### config.mk
export PLATFORM = sky130hd
export DESIGN_NAME = imu_block_average_decimator_flat
export DESIGN_NICKNAME = d
export VERILOG_FILES = /design/src/rtl/core/iba_pkg.sv /design/src/rtl/core/iba_channels_if.sv /design/src/rtl/core/imu_block_average_decimator.sv /design/src/rtl/core/iba_fifo.sv /design/src/rtl/core/iba_front.sv /design/src/rtl/core/iba_back.sv /design/src/flat_wrapper.sv
export SDC_FILE = /design/constraint.sdc
export NUM_CORES = 2
export LEC_CHECK = 0
export BUFFER_PORTS_ARGS = -buffer_cell sky130_fd_sc_hd__clkbuf_2
export CAP_MARGIN = 10
export CORE_MARGIN = 8
export CORE_UTILIZATION = 47
export CTS_BUF_LIST = sky130_fd_sc_hd__clkbuf_8
export DETAILED_ROUTE_END_ITERATION = 6
export GPL_TIMING_DRIVEN = 0
export PLACE_DENSITY = 0.65
export SYNTH_ARGS = -nofsm -noshare
export SYNTH_HDL_FRONTEND = slang
export SYNTH_HIERARCHICAL = 1
export SYNTH_SLANG_ARGS = --single-unit
### constraint.sdc
create_clock -name clock -period 24.1 [get_ports clock]
set_input_delay 3.615 -clock clock [delete_from_list [all_inputs] [get_ports clock]]
set_output_delay 3.615 -clock clock [all_outputs]
set_load 0.01 [all_outputs]
### src/rtl/core/iba_pkg.sv
// Shared constants, register codes and payload types of the IMU block averager.
package iba_pkg;

   localparam int NUM_CH              = 7;
   localparam int DATA_W              = 32;
   localparam int STATUS_W            = 16;
   localparam int QUAT_N              = 4;
   localparam int BLOCK_SIZE_W        = 11;
   localparam int CSR_INDEX_W         = 2;
   localparam int CSR_DATA_W          = 11;
   localparam int DEFAULT_MAX_BLOCK   = 1024;
   localparam int DEFAULT_QUEUE_DEPTH = 2;

   localparam logic [DATA_W-1:0] QUAT_ONE = 32'h4000_0000;

   localparam logic [CSR_INDEX_W-1:0] CSR_BLOCK_SIZE = 2'd0;
   localparam logic [CSR_INDEX_W-1:0] CSR_ORIENT_EN  = 2'd1;

   localparam logic [BLOCK_SIZE_W-1:0] BLOCK_SIZE_RESET = 11'd1;

   typedef struct packed {
      logic [BLOCK_SIZE_W-1:0] block_size;
      logic                    orientation_enable;
   } cfg_type;

   typedef struct packed {
      logic signed [DATA_W-1:0]   rate_x;
      logic signed [DATA_W-1:0]   rate_y;
      logic signed [DATA_W-1:0]   rate_z;
      logic signed [DATA_W-1:0]   accel_x;
      logic signed [DATA_W-1:0]   accel_y;
      logic signed [DATA_W-1:0]   accel_z;
      logic signed [DATA_W-1:0]   temperature;
      logic        [STATUS_W-1:0] status_word;
      logic signed [DATA_W-1:0]   quat_w;
      logic signed [DATA_W-1:0]   quat_x;
      logic signed [DATA_W-1:0]   quat_y;
      logic signed [DATA_W-1:0]   quat_z;
   } req_payload_type;

   typedef struct packed {
      logic signed [DATA_W-1:0]   mean_rate_x;
      logic signed [DATA_W-1:0]   mean_rate_y;
      logic signed [DATA_W-1:0]   mean_rate_z;
      logic signed [DATA_W-1:0]   mean_accel_x;
      logic signed [DATA_W-1:0]   mean_accel_y;
      logic signed [DATA_W-1:0]   mean_accel_z;
      logic signed [DATA_W-1:0]   mean_temperature;
      logic        [STATUS_W-1:0] status_union;
      logic signed [DATA_W-1:0]   out_quat_w;
      logic signed [DATA_W-1:0]   out_quat_x;
      logic signed [DATA_W-1:0]   out_quat_y;
      logic signed [DATA_W-1:0]   out_quat_z;
   } rsp_payload_type;

endpackage

### src/rtl/core/iba_channels_if.sv
// Valid/ready stream interfaces for IMU sample requests and averaged results.
interface iba_req_if;
   logic                     valid;
   logic                     ready;
   iba_pkg::req_payload_type payload;

   modport source (output valid, output payload, input ready);
   modport sink   (input valid, input payload, output ready);
endinterface

interface iba_rsp_if;
   logic                     valid;
   logic                     ready;
   iba_pkg::rsp_payload_type payload;

   modport source (output valid, output payload, input ready);
   modport sink   (input valid, input payload, output ready);
endinterface

### src/rtl/core/imu_block_average_decimator.sv
// Top level of the IMU block averaging decimator: registers, accumulator, queue, divider.
//
// Accepts one IMU sample per request and emits one averaged result every
// block_size samples (zero counts as one, values above MAX_BLOCK saturate).
// The accumulator takes a sample every cycle while the queue has room. Each
// closed block goes into a QUEUE_DEPTH entry queue; the result side divides
// the seven channel sums by the sample count with one shared restoring
// divider, one quotient bit per cycle, then registers the result. Means are
// truncated toward zero. Request ready drops only while the queue is full.
// orientation_enable is applied when a block closes; with it low the result
// carries the identity quaternion (w = 1.0 in Q1.30). Writes to register
// indexes beyond the two defined ones are dropped. Write configuration only
// while the block is idle.
module imu_block_average_decimator #(
   parameter int MAX_BLOCK   = iba_pkg::DEFAULT_MAX_BLOCK,
   parameter int QUEUE_DEPTH = iba_pkg::DEFAULT_QUEUE_DEPTH
) (
   input  logic                            clock,
   input  logic                            reset,
   iba_req_if.sink                         req_ch,
   iba_rsp_if.source                       rsp_ch,
   input  logic                            csr_we,
   input  logic [iba_pkg::CSR_INDEX_W-1:0] csr_index,
   input  logic [iba_pkg::CSR_DATA_W-1:0]  csr_wdata
);

   // sum of MAX_BLOCK 32-bit signed values
   localparam int SUM_W = 32 + $clog2(MAX_BLOCK);
   localparam int CNT_W = $clog2(MAX_BLOCK + 1);
   localparam int JOB_W = iba_pkg::NUM_CH * SUM_W + CNT_W + iba_pkg::STATUS_W
                          + iba_pkg::QUAT_N * iba_pkg::DATA_W;

   iba_pkg::cfg_type cfg_ff, cfg_in;

   logic             push, queue_full;
   logic [JOB_W-1:0] push_data;
   logic             job_valid, job_pop;
   logic [JOB_W-1:0] job_data;

   // config register file
   always_comb begin
      cfg_in = cfg_ff;
      if (csr_we) begin
         unique case (csr_index)
            iba_pkg::CSR_BLOCK_SIZE: cfg_in.block_size = csr_wdata[iba_pkg::BLOCK_SIZE_W-1:0];
            iba_pkg::CSR_ORIENT_EN:  cfg_in.orientation_enable = csr_wdata[0];
            default: ;
         endcase
      end
   end

   always_ff @(posedge clock) begin
      if (reset) begin
         cfg_ff.block_size         <= iba_pkg::BLOCK_SIZE_RESET;
         cfg_ff.orientation_enable <= 1'b1;
      end else begin
         cfg_ff <= cfg_in;
      end
   end

   // accumulates samples, closes blocks
   iba_front #(
      .MAX_BLOCK (MAX_BLOCK),
      .SUM_W     (SUM_W),
      .CNT_W     (CNT_W),
      .JOB_W     (JOB_W)
   ) u_front (
      .clock      (clock),
      .reset      (reset),
      .req        (req_ch),
      .cfg        (cfg_ff),
      .push       (push),
      .push_data  (push_data),
      .queue_full (queue_full)
   );

   // closed blocks waiting for the divider
   iba_fifo #(
      .WIDTH (JOB_W),
      .DEPTH (QUEUE_DEPTH)
   ) u_queue (
      .clock     (clock),
      .reset     (reset),
      .push      (push),
      .push_data (push_data),
      .full      (queue_full),
      .pop       (job_pop),
      .not_empty (job_valid),
      .pop_data  (job_data)
   );

   // serial means and output register
   iba_back #(
      .MAX_BLOCK (MAX_BLOCK),
      .SUM_W     (SUM_W),
      .CNT_W     (CNT_W),
      .JOB_W     (JOB_W)
   ) u_back (
      .clock     (clock),
      .reset     (reset),
      .job_valid (job_valid),
      .job_data  (job_data),
      .job_pop   (job_pop),
      .rsp       (rsp_ch)
   );

endmodule

### src/rtl/core/iba_fifo.sv
// Small register queue carrying closed blocks from the accumulator to the divider.
module iba_fifo #(
   parameter int WIDTH = 8,
   parameter int DEPTH = iba_pkg::DEFAULT_QUEUE_DEPTH
) (
   input  logic             clock,
   input  logic             reset,
   input  logic             push,
   input  logic [WIDTH-1:0] push_data,
   output logic             full,
   input  logic             pop,
   output logic             not_empty,
   output logic [WIDTH-1:0] pop_data
);

   localparam int PTR_W = (DEPTH > 1) ? $clog2(DEPTH) : 1;
   localparam int CNT_W = $clog2(DEPTH + 1);

   logic [WIDTH-1:0] slot_ff [DEPTH];
   logic [PTR_W-1:0] wr_ptr_ff, wr_ptr_in;
   logic [PTR_W-1:0] rd_ptr_ff, rd_ptr_in;
   logic [CNT_W-1:0] fill_ff, fill_in;
   logic             do_push, do_pop;

   assign full      = (fill_ff == CNT_W'(DEPTH));
   assign not_empty = (fill_ff != '0);
   assign pop_data  = slot_ff[rd_ptr_ff];
   assign do_push   = push && !full;
   assign do_pop    = pop && not_empty;

   always_comb begin
      wr_ptr_in = wr_ptr_ff;
      rd_ptr_in = rd_ptr_ff;
      fill_in   = fill_ff;
      if (do_push) begin
         wr_ptr_in = (wr_ptr_ff == PTR_W'(DEPTH - 1)) ? '0 : wr_ptr_ff + 1'b1;
      end
      if (do_pop) begin
         rd_ptr_in = (rd_ptr_ff == PTR_W'(DEPTH - 1)) ? '0 : rd_ptr_ff + 1'b1;
      end
      if (do_push && !do_pop) begin
         fill_in = fill_ff + 1'b1;
      end else if (do_pop && !do_push) begin
         fill_in = fill_ff - 1'b1;
      end
   end

   always_ff @(posedge clock) begin
      if (reset) begin
         wr_ptr_ff <= '0;
         rd_ptr_ff <= '0;
         fill_ff   <= '0;
      end else begin
         wr_ptr_ff <= wr_ptr_in;
         rd_ptr_ff <= rd_ptr_in;
         fill_ff   <= fill_in;
      end
   end

   always_ff @(posedge clock) begin
      if (do_push) begin
         slot_ff[wr_ptr_ff] <= push_data;
      end
   end

endmodule

### src/rtl/core/iba_front.sv
// Sample accumulator: sums channels, ORs status and closes blocks into the queue.
module iba_front #(
   parameter int MAX_BLOCK = iba_pkg::DEFAULT_MAX_BLOCK,
   parameter int SUM_W     = 32 + $clog2(MAX_BLOCK),
   parameter int CNT_W     = $clog2(MAX_BLOCK + 1),
   parameter int JOB_W     = iba_pkg::NUM_CH * SUM_W + CNT_W + iba_pkg::STATUS_W
                             + iba_pkg::QUAT_N * iba_pkg::DATA_W
) (
   input  logic                 clock,
   input  logic                 reset,
   iba_req_if.sink              req,
   input  iba_pkg::cfg_type     cfg,
   output logic                 push,
   output logic [JOB_W-1:0]     push_data,
   input  logic                 queue_full
);

   localparam int CMP_W = (CNT_W > iba_pkg::BLOCK_SIZE_W) ? CNT_W : iba_pkg::BLOCK_SIZE_W;

   logic signed [SUM_W-1:0]                   sums_ff [iba_pkg::NUM_CH];
   logic signed [SUM_W-1:0]                   sums_in [iba_pkg::NUM_CH];
   logic        [CNT_W-1:0]                   count_ff, count_in;
   logic        [iba_pkg::STATUS_W-1:0]       status_ff, status_in;
   logic signed [iba_pkg::DATA_W-1:0]         ch_in [iba_pkg::NUM_CH];
   logic signed [SUM_W-1:0]                   sums_next [iba_pkg::NUM_CH];
   logic        [CNT_W-1:0]                   count_next;
   logic        [iba_pkg::STATUS_W-1:0]       status_next;
   logic        [CMP_W-1:0]                   bs_ext, limit;
   logic [iba_pkg::NUM_CH-1:0][SUM_W-1:0]     job_sums;
   logic [iba_pkg::QUAT_N-1:0][iba_pkg::DATA_W-1:0] job_quat;
   logic                                      accept, close;

   assign req.ready = !queue_full;
   assign accept    = req.valid && req.ready;

   assign ch_in[0] = req.payload.rate_x;
   assign ch_in[1] = req.payload.rate_y;
   assign ch_in[2] = req.payload.rate_z;
   assign ch_in[3] = req.payload.accel_x;
   assign ch_in[4] = req.payload.accel_y;
   assign ch_in[5] = req.payload.accel_z;
   assign ch_in[6] = req.payload.temperature;

   // zero means one, anything past the maximum saturates
   assign bs_ext = CMP_W'(cfg.block_size);
   assign limit  = (bs_ext == '0)              ? CMP_W'(1) :
                   (bs_ext > CMP_W'(MAX_BLOCK)) ? CMP_W'(MAX_BLOCK) : bs_ext;

   assign count_next  = count_ff + 1'b1;
   assign status_next = status_ff | req.payload.status_word;
   assign close       = CMP_W'(count_next) >= limit;

   always_comb begin
      for (int i = 0; i < iba_pkg::NUM_CH; i++) begin
         sums_next[i] = sums_ff[i] + SUM_W'(ch_in[i]);
         job_sums[i]  = sums_next[i];
      end
   end

   always_comb begin
      if (cfg.orientation_enable) begin
         job_quat[3] = req.payload.quat_w;
         job_quat[2] = req.payload.quat_x;
         job_quat[1] = req.payload.quat_y;
         job_quat[0] = req.payload.quat_z;
      end else begin
         job_quat[3] = iba_pkg::QUAT_ONE;
         job_quat[2] = '0;
         job_quat[1] = '0;
         job_quat[0] = '0;
      end
   end

   assign push      = accept && close;
   assign push_data = {job_sums, count_next, status_next, job_quat};

   always_comb begin
      for (int i = 0; i < iba_pkg::NUM_CH; i++) begin
         sums_in[i] = sums_ff[i];
      end
      count_in  = count_ff;
      status_in = status_ff;
      if (accept) begin
         for (int i = 0; i < iba_pkg::NUM_CH; i++) begin
            sums_in[i] = close ? '0 : sums_next[i];
         end
         count_in  = close ? '0 : count_next;
         status_in = close ? '0 : status_next;
      end
   end

   always_ff @(posedge clock) begin
      if (reset) begin
         for (int i = 0; i < iba_pkg::NUM_CH; i++) begin
            sums_ff[i] <= '0;
         end
         count_ff  <= '0;
         status_ff <= '0;
      end else begin
         for (int i = 0; i < iba_pkg::NUM_CH; i++) begin
            sums_ff[i] <= sums_in[i];
         end
         count_ff  <= count_in;
         status_ff <= status_in;
      end
   end

endmodule

### src/rtl/core/iba_back.sv
// Mean engine: shared bit-serial divider over seven channels plus result register.
module iba_back #(
   parameter int MAX_BLOCK = iba_pkg::DEFAULT_MAX_BLOCK,
   parameter int SUM_W     = 32 + $clog2(MAX_BLOCK),
   parameter int CNT_W     = $clog2(MAX_BLOCK + 1),
   parameter int JOB_W     = iba_pkg::NUM_CH * SUM_W + CNT_W + iba_pkg::STATUS_W
                             + iba_pkg::QUAT_N * iba_pkg::DATA_W
) (
   input  logic             clock,
   input  logic             reset,
   input  logic             job_valid,
   input  logic [JOB_W-1:0] job_data,
   output logic             job_pop,
   iba_rsp_if.source        rsp
);

   localparam int STEP_W = $clog2(SUM_W);
   localparam int CH_W   = $clog2(iba_pkg::NUM_CH);
   localparam int DW     = iba_pkg::DATA_W;

   typedef enum logic [1:0] {S_IDLE, S_LOAD, S_DIV, S_OUT} state_type;

   logic [iba_pkg::NUM_CH-1:0][SUM_W-1:0] j_sums;
   logic [CNT_W-1:0]                      j_count;
   logic [iba_pkg::STATUS_W-1:0]          j_status;
   logic [iba_pkg::QUAT_N-1:0][DW-1:0]    j_quat;

   state_type                             state_ff, state_in;
   logic [iba_pkg::NUM_CH-1:0][SUM_W-1:0] sums_ff, sums_in;
   logic [CNT_W-1:0]                      count_ff, count_in;
   logic [iba_pkg::STATUS_W-1:0]          status_ff, status_in;
   logic [iba_pkg::QUAT_N-1:0][DW-1:0]    quat_ff, quat_in;
   logic [iba_pkg::NUM_CH-1:0][DW-1:0]    mean_ff, mean_in;
   logic [CH_W-1:0]                       ch_ff, ch_in;
   logic [STEP_W-1:0]                     step_ff, step_in;
   logic [SUM_W-1:0]                      dvd_ff, dvd_in;
   logic [CNT_W-1:0]                      rem_ff, rem_in;
   logic                                  neg_ff, neg_in;

   logic [SUM_W-1:0]                      sel_sum, sel_mag, dvd_step;
   logic [CNT_W:0]                        rem_sh, rem_sub;
   logic                                  ge;
   logic [DW-1:0]                         quo_lo;

   assign {j_sums, j_count, j_status, j_quat} = job_data;

   assign sel_sum = sums_ff[ch_ff];
   assign sel_mag = sel_sum[SUM_W-1] ? (SUM_W'(0) - sel_sum) : sel_sum;

   // restoring divide, one quotient bit per cycle
   assign rem_sh   = {rem_ff, dvd_ff[SUM_W-1]};
   assign ge       = rem_sh >= {1'b0, count_ff};
   assign rem_sub  = rem_sh - {1'b0, count_ff};
   assign dvd_step = {dvd_ff[SUM_W-2:0], ge};
   assign quo_lo   = dvd_step[DW-1:0];

   assign job_pop   = (state_ff == S_IDLE) && job_valid;
   assign rsp.valid = (state_ff == S_OUT);

   assign rsp.payload.mean_rate_x      = mean_ff[0];
   assign rsp.payload.mean_rate_y      = mean_ff[1];
   assign rsp.payload.mean_rate_z      = mean_ff[2];
   assign rsp.payload.mean_accel_x     = mean_ff[3];
   assign rsp.payload.mean_accel_y     = mean_ff[4];
   assign rsp.payload.mean_accel_z     = mean_ff[5];
   assign rsp.payload.mean_temperature = mean_ff[6];
   assign rsp.payload.status_union     = status_ff;
   assign rsp.payload.out_quat_w       = quat_ff[3];
   assign rsp.payload.out_quat_x       = quat_ff[2];
   assign rsp.payload.out_quat_y       = quat_ff[1];
   assign rsp.payload.out_quat_z       = quat_ff[0];

   always_comb begin
      state_in  = state_ff;
      sums_in   = sums_ff;
      count_in  = count_ff;
      status_in = status_ff;
      quat_in   = quat_ff;
      mean_in   = mean_ff;
      ch_in     = ch_ff;
      step_in   = step_ff;
      dvd_in    = dvd_ff;
      rem_in    = rem_ff;
      neg_in    = neg_ff;
      unique case (state_ff)
         S_IDLE: begin
            if (job_valid) begin
               sums_in   = j_sums;
               count_in  = j_count;
               status_in = j_status;
               quat_in   = j_quat;
               ch_in     = '0;
               state_in  = S_LOAD;
            end
         end
         S_LOAD: begin
            dvd_in   = sel_mag;
            neg_in   = sel_sum[SUM_W-1];
            rem_in   = '0;
            step_in  = '0;
            state_in = S_DIV;
         end
         S_DIV: begin
            dvd_in  = dvd_step;
            rem_in  = ge ? rem_sub[CNT_W-1:0] : rem_sh[CNT_W-1:0];
            step_in = step_ff + 1'b1;
            if (step_ff == STEP_W'(SUM_W - 1)) begin
               mean_in[ch_ff] = neg_ff ? (DW'(0) - quo_lo) : quo_lo;
               if (ch_ff == CH_W'(iba_pkg::NUM_CH - 1)) begin
                  state_in = S_OUT;
               end else begin
                  ch_in    = ch_ff + 1'b1;
                  state_in = S_LOAD;
               end
            end
         end
         S_OUT: begin
            if (rsp.ready) begin
               state_in = S_IDLE;
            end
         end
         default: state_in = S_IDLE;
      endcase
   end

   always_ff @(posedge clock) begin
      if (reset) begin
         state_ff <= S_IDLE;
      end else begin
         state_ff <= state_in;
      end
      sums_ff   <= sums_in;
      count_ff  <= count_in;
      status_ff <= status_in;
      quat_ff   <= quat_in;
      mean_ff   <= mean_in;
      ch_ff     <= ch_in;
      step_ff   <= step_in;
      dvd_ff    <= dvd_in;
      rem_ff    <= rem_in;
      neg_ff    <= neg_in;
   end

endmodule

### src/flat_wrapper.sv
// flat-port wrapper written by rule: the top's interface ports become plain ports
module imu_block_average_decimator_flat 
#(
   parameter int MAX_BLOCK   = iba_pkg::DEFAULT_MAX_BLOCK,
   parameter int QUEUE_DEPTH = iba_pkg::DEFAULT_QUEUE_DEPTH
)
  (clock, reset, csr_we, csr_index, csr_wdata, req_ch_valid, req_ch_payload, req_ch_ready, rsp_ch_valid, rsp_ch_payload, rsp_ch_ready);
  iba_req_if req_ch_i ();
  iba_rsp_if rsp_ch_i ();
  input  logic clock;
  input  logic reset;
  input  logic csr_we;
  input  logic [iba_pkg::CSR_INDEX_W-1:0] csr_index;
  input  logic [iba_pkg::CSR_DATA_W-1:0] csr_wdata;
  input wire logic [$bits(req_ch_i.valid)-1:0] req_ch_valid;
  input wire logic [$bits(req_ch_i.payload)-1:0] req_ch_payload;
  output wire logic [$bits(req_ch_i.ready)-1:0] req_ch_ready;
  output wire logic [$bits(rsp_ch_i.valid)-1:0] rsp_ch_valid;
  output wire logic [$bits(rsp_ch_i.payload)-1:0] rsp_ch_payload;
  input wire logic [$bits(rsp_ch_i.ready)-1:0] rsp_ch_ready;
  assign req_ch_i.valid = req_ch_valid;
  assign req_ch_i.payload = req_ch_payload;
  assign req_ch_ready = req_ch_i.ready;
  assign rsp_ch_valid = rsp_ch_i.valid;
  assign rsp_ch_payload = rsp_ch_i.payload;
  assign rsp_ch_i.ready = rsp_ch_ready;
  imu_block_average_decimator #(.MAX_BLOCK(MAX_BLOCK), .QUEUE_DEPTH(QUEUE_DEPTH)) u_core (.clock(clock), .reset(reset), .req_ch(req_ch_i), .rsp_ch(rsp_ch_i), .csr_we(csr_we), .csr_index(csr_index), .csr_wdata(csr_wdata));
endmodule
After elaboration in Yosys (flattened, before gate mapping)
Memory sizes are Yosys's and may differ from the RTL's. A register that Yosys moved wholly into a read port is not among the register bits.
Index checks and enable logic that the tools add are counted.
Storage, ports and cells
  register bits after elaboration: 332
  input port bits: 386
  memories: 2
  memory bits (writable): 1192
Memories
  u_core.u_queue.slot_ff: words 2, bits a word 449, read ports 1, clocked after Yosys merged registers in 1, write ports 1, RTL line iba_fifo.sv:19  | logic [WIDTH-1:0] slot_ff [DEPTH];
  u_core.u_front.sums_ff: words 7, bits a word 42, read ports 7, clocked after Yosys merged registers in 0, write ports 7, RTL line iba_front.sv:20  | logic signed [SUM_W-1:0] sums_ff [iba_pkg::NUM_CH];
Operators by class
  eq/ne operators: 11
  add/subtract/negate cells: 17
  reductions and logical operators: 24
  order comparisons: 5
  mux-type cells: 49
  bitwise logic cells: 8
Operators by type and width (count)
  $mux W42: 16
  $add A42 B32 Y42: 7
  $mux W294: 1
  $bwmux W224: 1
  $mux W128: 1
  $bmux W42 S3: 1
  $demux W32 S3: 1
  $pmux W42 S2: 1
  $mux W32: 2
  $mux W11: 4
  $sub A1 B42 Y42 const A: 1
  $sub A1 B32 Y32 const A: 1
  $pmux W11 S2: 1
  $mux W16: 1
  $or A16 B16 Y16: 1
  $ge A12 B11 Y1: 1
  $mux W2: 6
  $pmux W6 S2: 1
  $add A11 B1 Y11 const B: 1
  $ge A11 B11 Y1: 1
  $gt A11 B11 Y1 const B: 1
  $logic_not A11 Y1: 1
  $sub A11 B11 Y11: 1
  $mux W3: 3
  other kinds (24): 58

Longest topological paths before layout
  depth after elaboration: 10
  mapped depth: 18
  depth with buffers taken out: 17

Modules after synthesis
The synthesis kept the hierarchy.
Modules (own cells, without submodules)
  iba_fifo: cells an instance 1422, area each 32783.9 sq um, instances 1
  iba_back: cells an instance 1499, area each 27760.4 sq um, instances 1
  iba_front: cells an instance 3437, area each 27248.6 sq um, instances 1
  imu_block_average_decimator: cells an instance 52, area each 543.0 sq um, instances 1

Worst setup path after synthesis
OpenSTA, ideal clock, no wires.
  kind: in2reg
  from: input req_ch_valid
  to: memory u_core/u_queue/slot_ff[1][0] (netlist bit), enable pin
  slack: 9.089 ns
  stages on the path: 5
  setup time: 0.872 ns
  path buffers: 0
  required time: 23.228 ns
  arrival time: 14.139 ns
  cells stage by stage: nand2_1 -> nor2_1 -> inv_1 -> nor2_1 -> and2_1
Between the ends
  longest elaborated chain between the ends: 5
RTL lines
  start, declared: RTL line flat_wrapper.sv:15  | input wire logic [$bits(req_ch_i.valid)-1:0] req_ch_valid;
  $logic_and A1 B1 Y1: RTL line iba_front.sv:34  | assign accept = req.valid && req.ready;
  $logic_and A1 B1 Y1: RTL line iba_front.sv:74  | assign push = accept && close;
  via u_core.push: RTL line imu_block_average_decimator.sv:35  | logic push, queue_full;
  $logic_and A1 B1 Y1: RTL line iba_fifo.sv:28  | assign do_push = push && !full;
  $mux W1: RTL line iba_fifo.sv:61  | if (do_push) begin
  $mux W1 (implied by the code): RTL line iba_fifo.sv:62  | slot_ff[wr_ptr_ff] <= push_data;
  end, declared: RTL line iba_fifo.sv:19
The timed path passes the listed nets, and every way through them passes these cells.

==> results.sh <==
export IMPL_cts_sinks=1974
export IMPL_drt_iter0_markers=5143
export IMPL_areaGrowthSynthToFinish_pct=16.50
export IMPL_worstPathMaxFanout=5
export IMPL_cts_tree="yes"
export IMPL_hold_viol=0
export IMPL_setup_viol=0
export IMPL_cp_end_kind="register"
export IMPL_hpwl_um=203500
export IMPL_via_per_inst=5.681
export IMPL_finalNetCount=8271
export IMPL_final_cell_mix="1,634 x edfxtp_1, 762 x clkbuf_2, 490 x mux2_2"
export IMPL_rows=159
export IMPL_syn_cell_area_sq_um=88340
export IMPL_top_layer="met5"
export IMPL_layout_commonest_cell="edfxtp_1"
export IMPL_drt_total_wl_um=270100
export IMPL_wl_per_cell_um=26.18
export IMPL_syn_nets=7125
export IMPL_die_area_sq_um=202100
export IMPL_synth_edff_count=1634
export IMPL_fill_cells=15530
export IMPL_yosysSeqAreaShare_pct=63.25
export IMPL_cp_data_required_time_ns=25.05
export IMPL_power_leakage_nw=39.48
export IMPL_grt_pass1_vias=57830
export IMPL_ys_ff_latch=1974
export IMPL_initial_core_util_pct=47.19
export IMPL_postSynthCellCount=6410
export IMPL_grt_overflow_total=0
export IMPL_die_x_um=449.5
export IMPL_cts_buffers_inserted=341
export IMPL_finClkSkew_ns=0.09074
export IMPL_power_mw=12.68
export IMPL_cts_hold_buf=0
export IMPL_min_period_ns=6.275
export IMPL_wl_met3_um=18340
export IMPL_tightest_slew_ns=1.369
export IMPL_violations="design-rule violations"
export IMPL_fmax_mhz=159.4
export IMPL_powerDensity_nw_per_um2=123.2
export IMPL_syn_area_per_cell_sq_um=13.78
export IMPL_crit_arrival_ns=7.23
export IMPL_ys_warnings_count=6
export IMPL_vdd_drop_max_uv=76.11
export IMPL_antenna_found_initial=33
export IMPL_wl_met2_um=127400
export IMPL_ant_nets=0
export IMPL_clk_latency_ns=1.04
export IMPL_drv_slew=0
export IMPL_htree_levels=5
export IMPL_cts_buffer_depth=4
export IMPL_critical_path_class="input pin to register"
export IMPL_grt_pass1_wl_um=387600
export IMPL_portBuffers=755
export IMPL_fin_crit_sh_pct=26.04
export IMPL_max_cap_violations=0
export IMPL_track_usage_pct=25.60
export IMPL_path_clk_slew_ns=0.06
export IMPL_cts_root_buf="clkbuf_8"
export IMPL_hold_path_class="register to register"
export IMPL_cts_setup_buffers=0
export IMPL_status="complete, but fails checks"
export IMPL_cp_start_kind="input pin"
export IMPL_tns_ns=0
export IMPL_synth_ff_type="edfxtp_1"
export IMPL_max_slew_margin_pct=8.057
export IMPL_vias=58590
export IMPL_core_area_sq_um=187200
export IMPL_io_pins=756
export IMPL_rsz0062_at_grt="false"
export IMPL_die_h_um=449.5
export IMPL_drtPass1Iterations=7
export IMPL_async_flop_share_pct=0
export IMPL_drc=1
export IMPL_layout_drive_gt1_share_pct=25.00
export IMPL_cts_resized=0
export IMPL_m1WireLength_um=112200
export IMPL_gp_congestion=0.9583
export IMPL_yosysUniqueCellTypes=111
export IMPL_grt_max_degree=102
final timing paths:
kind,start,to,slack [ns],cells past startpoint
worst min-delay path,u_core/u_front/sums_ff[4][5],u_core/u_front/sums_ff[4][5],0.46,2
worst min register to register,u_core/u_front/sums_ff[4][5],u_core/u_front/sums_ff[4][5],0.46,2
worst max-delay path,req_ch_payload[240],u_core/u_front/sums_ff[3][40],17.83,13
worst max register to register,u_core/u_front/count_ff[0],u_core/u_front/sums_ff[2][16],18.17,15
report_power, final:
part           leakage [nW]  switching [mW]  internal, mW
logic                  17.9            2.88          1.51
clock network          3.78            1.34          1.62
registers              17.8           0.333          5.00
routing by layer:
metal,up-vias,global-route usage (%)
li1,26860,-
met1,28850,33.36
met2,2397,42.06
met3,466,4.951
met4,20,10.68
met5,-,0
kinds of logic (layout without fill, tap and decap cells):
group | Yosys count | count (layout) | synth area share, %
simple gates | 1300 | 1300 | 7.177
xor+xnor | 361 | 361 | 3.588
compound gates | 1476 | 1476 | 11.51
other cells | 0 | 8 | 0
flops | 1974 | 1974 | 63.25
buf+inv | 368 | 1769 | 2.127
mux | 602 | 602 | 7.622
fa+ha+maj | 329 | 329 | 4.728
Yosys cell counts, types with 37 or more instances:
library cell | n | area [sq um]
edfxtp_1 | 1634 | 49070
mux2i_1 | 97 | 970.9
nor3_1 | 51 | 255.2
nand2b_1 | 56 | 350.3
xnor2_1 | 221 | 1936
dfxtp_1 | 340 | 6807
inv_1 | 76 | 285.3
a31oi_1 | 42 | 262.8
nor2b_1 | 45 | 281.5
ha_1 | 321 | 4016
clkbuf_1 | 177 | 664.4
a21o_1 | 170 | 1276
nand4_1 | 43 | 269.0
mux2_2 | 490 | 5518
nor2_1 | 310 | 1164
a22oi_1 | 112 | 840.8
buf_6 | 57 | 641.9
and3_1 | 40 | 250.2
o21ai_0 | 204 | 1021
nand2_1 | 354 | 1329
a211oi_1 | 37 | 277.8
xor2_1 | 139 | 1217
a21oi_1 | 417 | 2087
and2_1 | 154 | 963.4
o21bai_1 | 39 | 292.8
a22o_1 | 145 | 1270
nand3_1 | 147 | 735.7
layout make-up:
type | instances | area (sq um) | area share [%]
antenna | 8 | 20.02 | 0.01945
buffer | 289 | 1590 | 1.545
clock buffer | 375 | 5161 | 5.015
clock inverter | 223 | 1418 | 1.378
inverter | 79 | 304.0 | 0.2954
multi-input combinational | 4068 | 30640 | 29.77
sequential | 1974 | 55870 | 54.29
tap | 2495 | 3122 | 3.033
timing repair buffer | 803 | 4782 | 4.647
worst max-delay path: stages:
cell and delay [ns]:
clkbuf_2 0.08, ha_1 0.23, fa_1 0.43, a211oi_1 0.26, o21ai_1 0.19, o2111a_1 0.34
o2111ai_1 0.30, nand2_1 0.25, a221o_1 0.45, a211oi_2 0.29, o21ai_1 0.14, xnor2_1 0.41
a22o_1 0.23
flip-flops by register name, indices dropped and copies added, names as in the netlist, named ones only:
name                       flops
u_core/u_queue/slot_ff       898
u_core/u_back/rsp.payload    352
u_core/u_back/sums_ff        294
u_core/u_front/sums_ff       294
u_core/u_back/dvd_ff          42
u_core/u_back/status_ff       16
u_core/u_front/status_ff      16
u_core/cfg_ff                 12
u_core/u_back/count_ff        11
u_core/u_back/rem_ff          11
u_core/u_front/count_ff       11
u_core/u_back/step_ff          6
u_core/u_back/ch_ff            3
u_core/u_back/state_ff         2
u_core/u_queue/fill_ff         2
u_core/u_back/neg_ff           1
u_core/u_queue/rd_ptr_ff       1
u_core/u_queue/wr_ptr_ff       1
stage by stage:
step           setup slack (ns)  hold slack (ns)  instance area, sq um  instances  utilization [%]
4_1_cts                   17.96           0.4592                102900      10310            54.96
5_1_grt                   17.74           0.4687                102900      10310            54.97
3_3_place_gp              1.463           0.4397                 95240       9660            50.87
6_report                  17.83           0.4551                102900      10310            54.97
3_5_place_dp              16.84           0.4489                 96300       9707            51.44
2_1_floorplan             9.089           0.4293                 88340       6410                -
No activity file was read; power rests on OpenSTA's default activity.
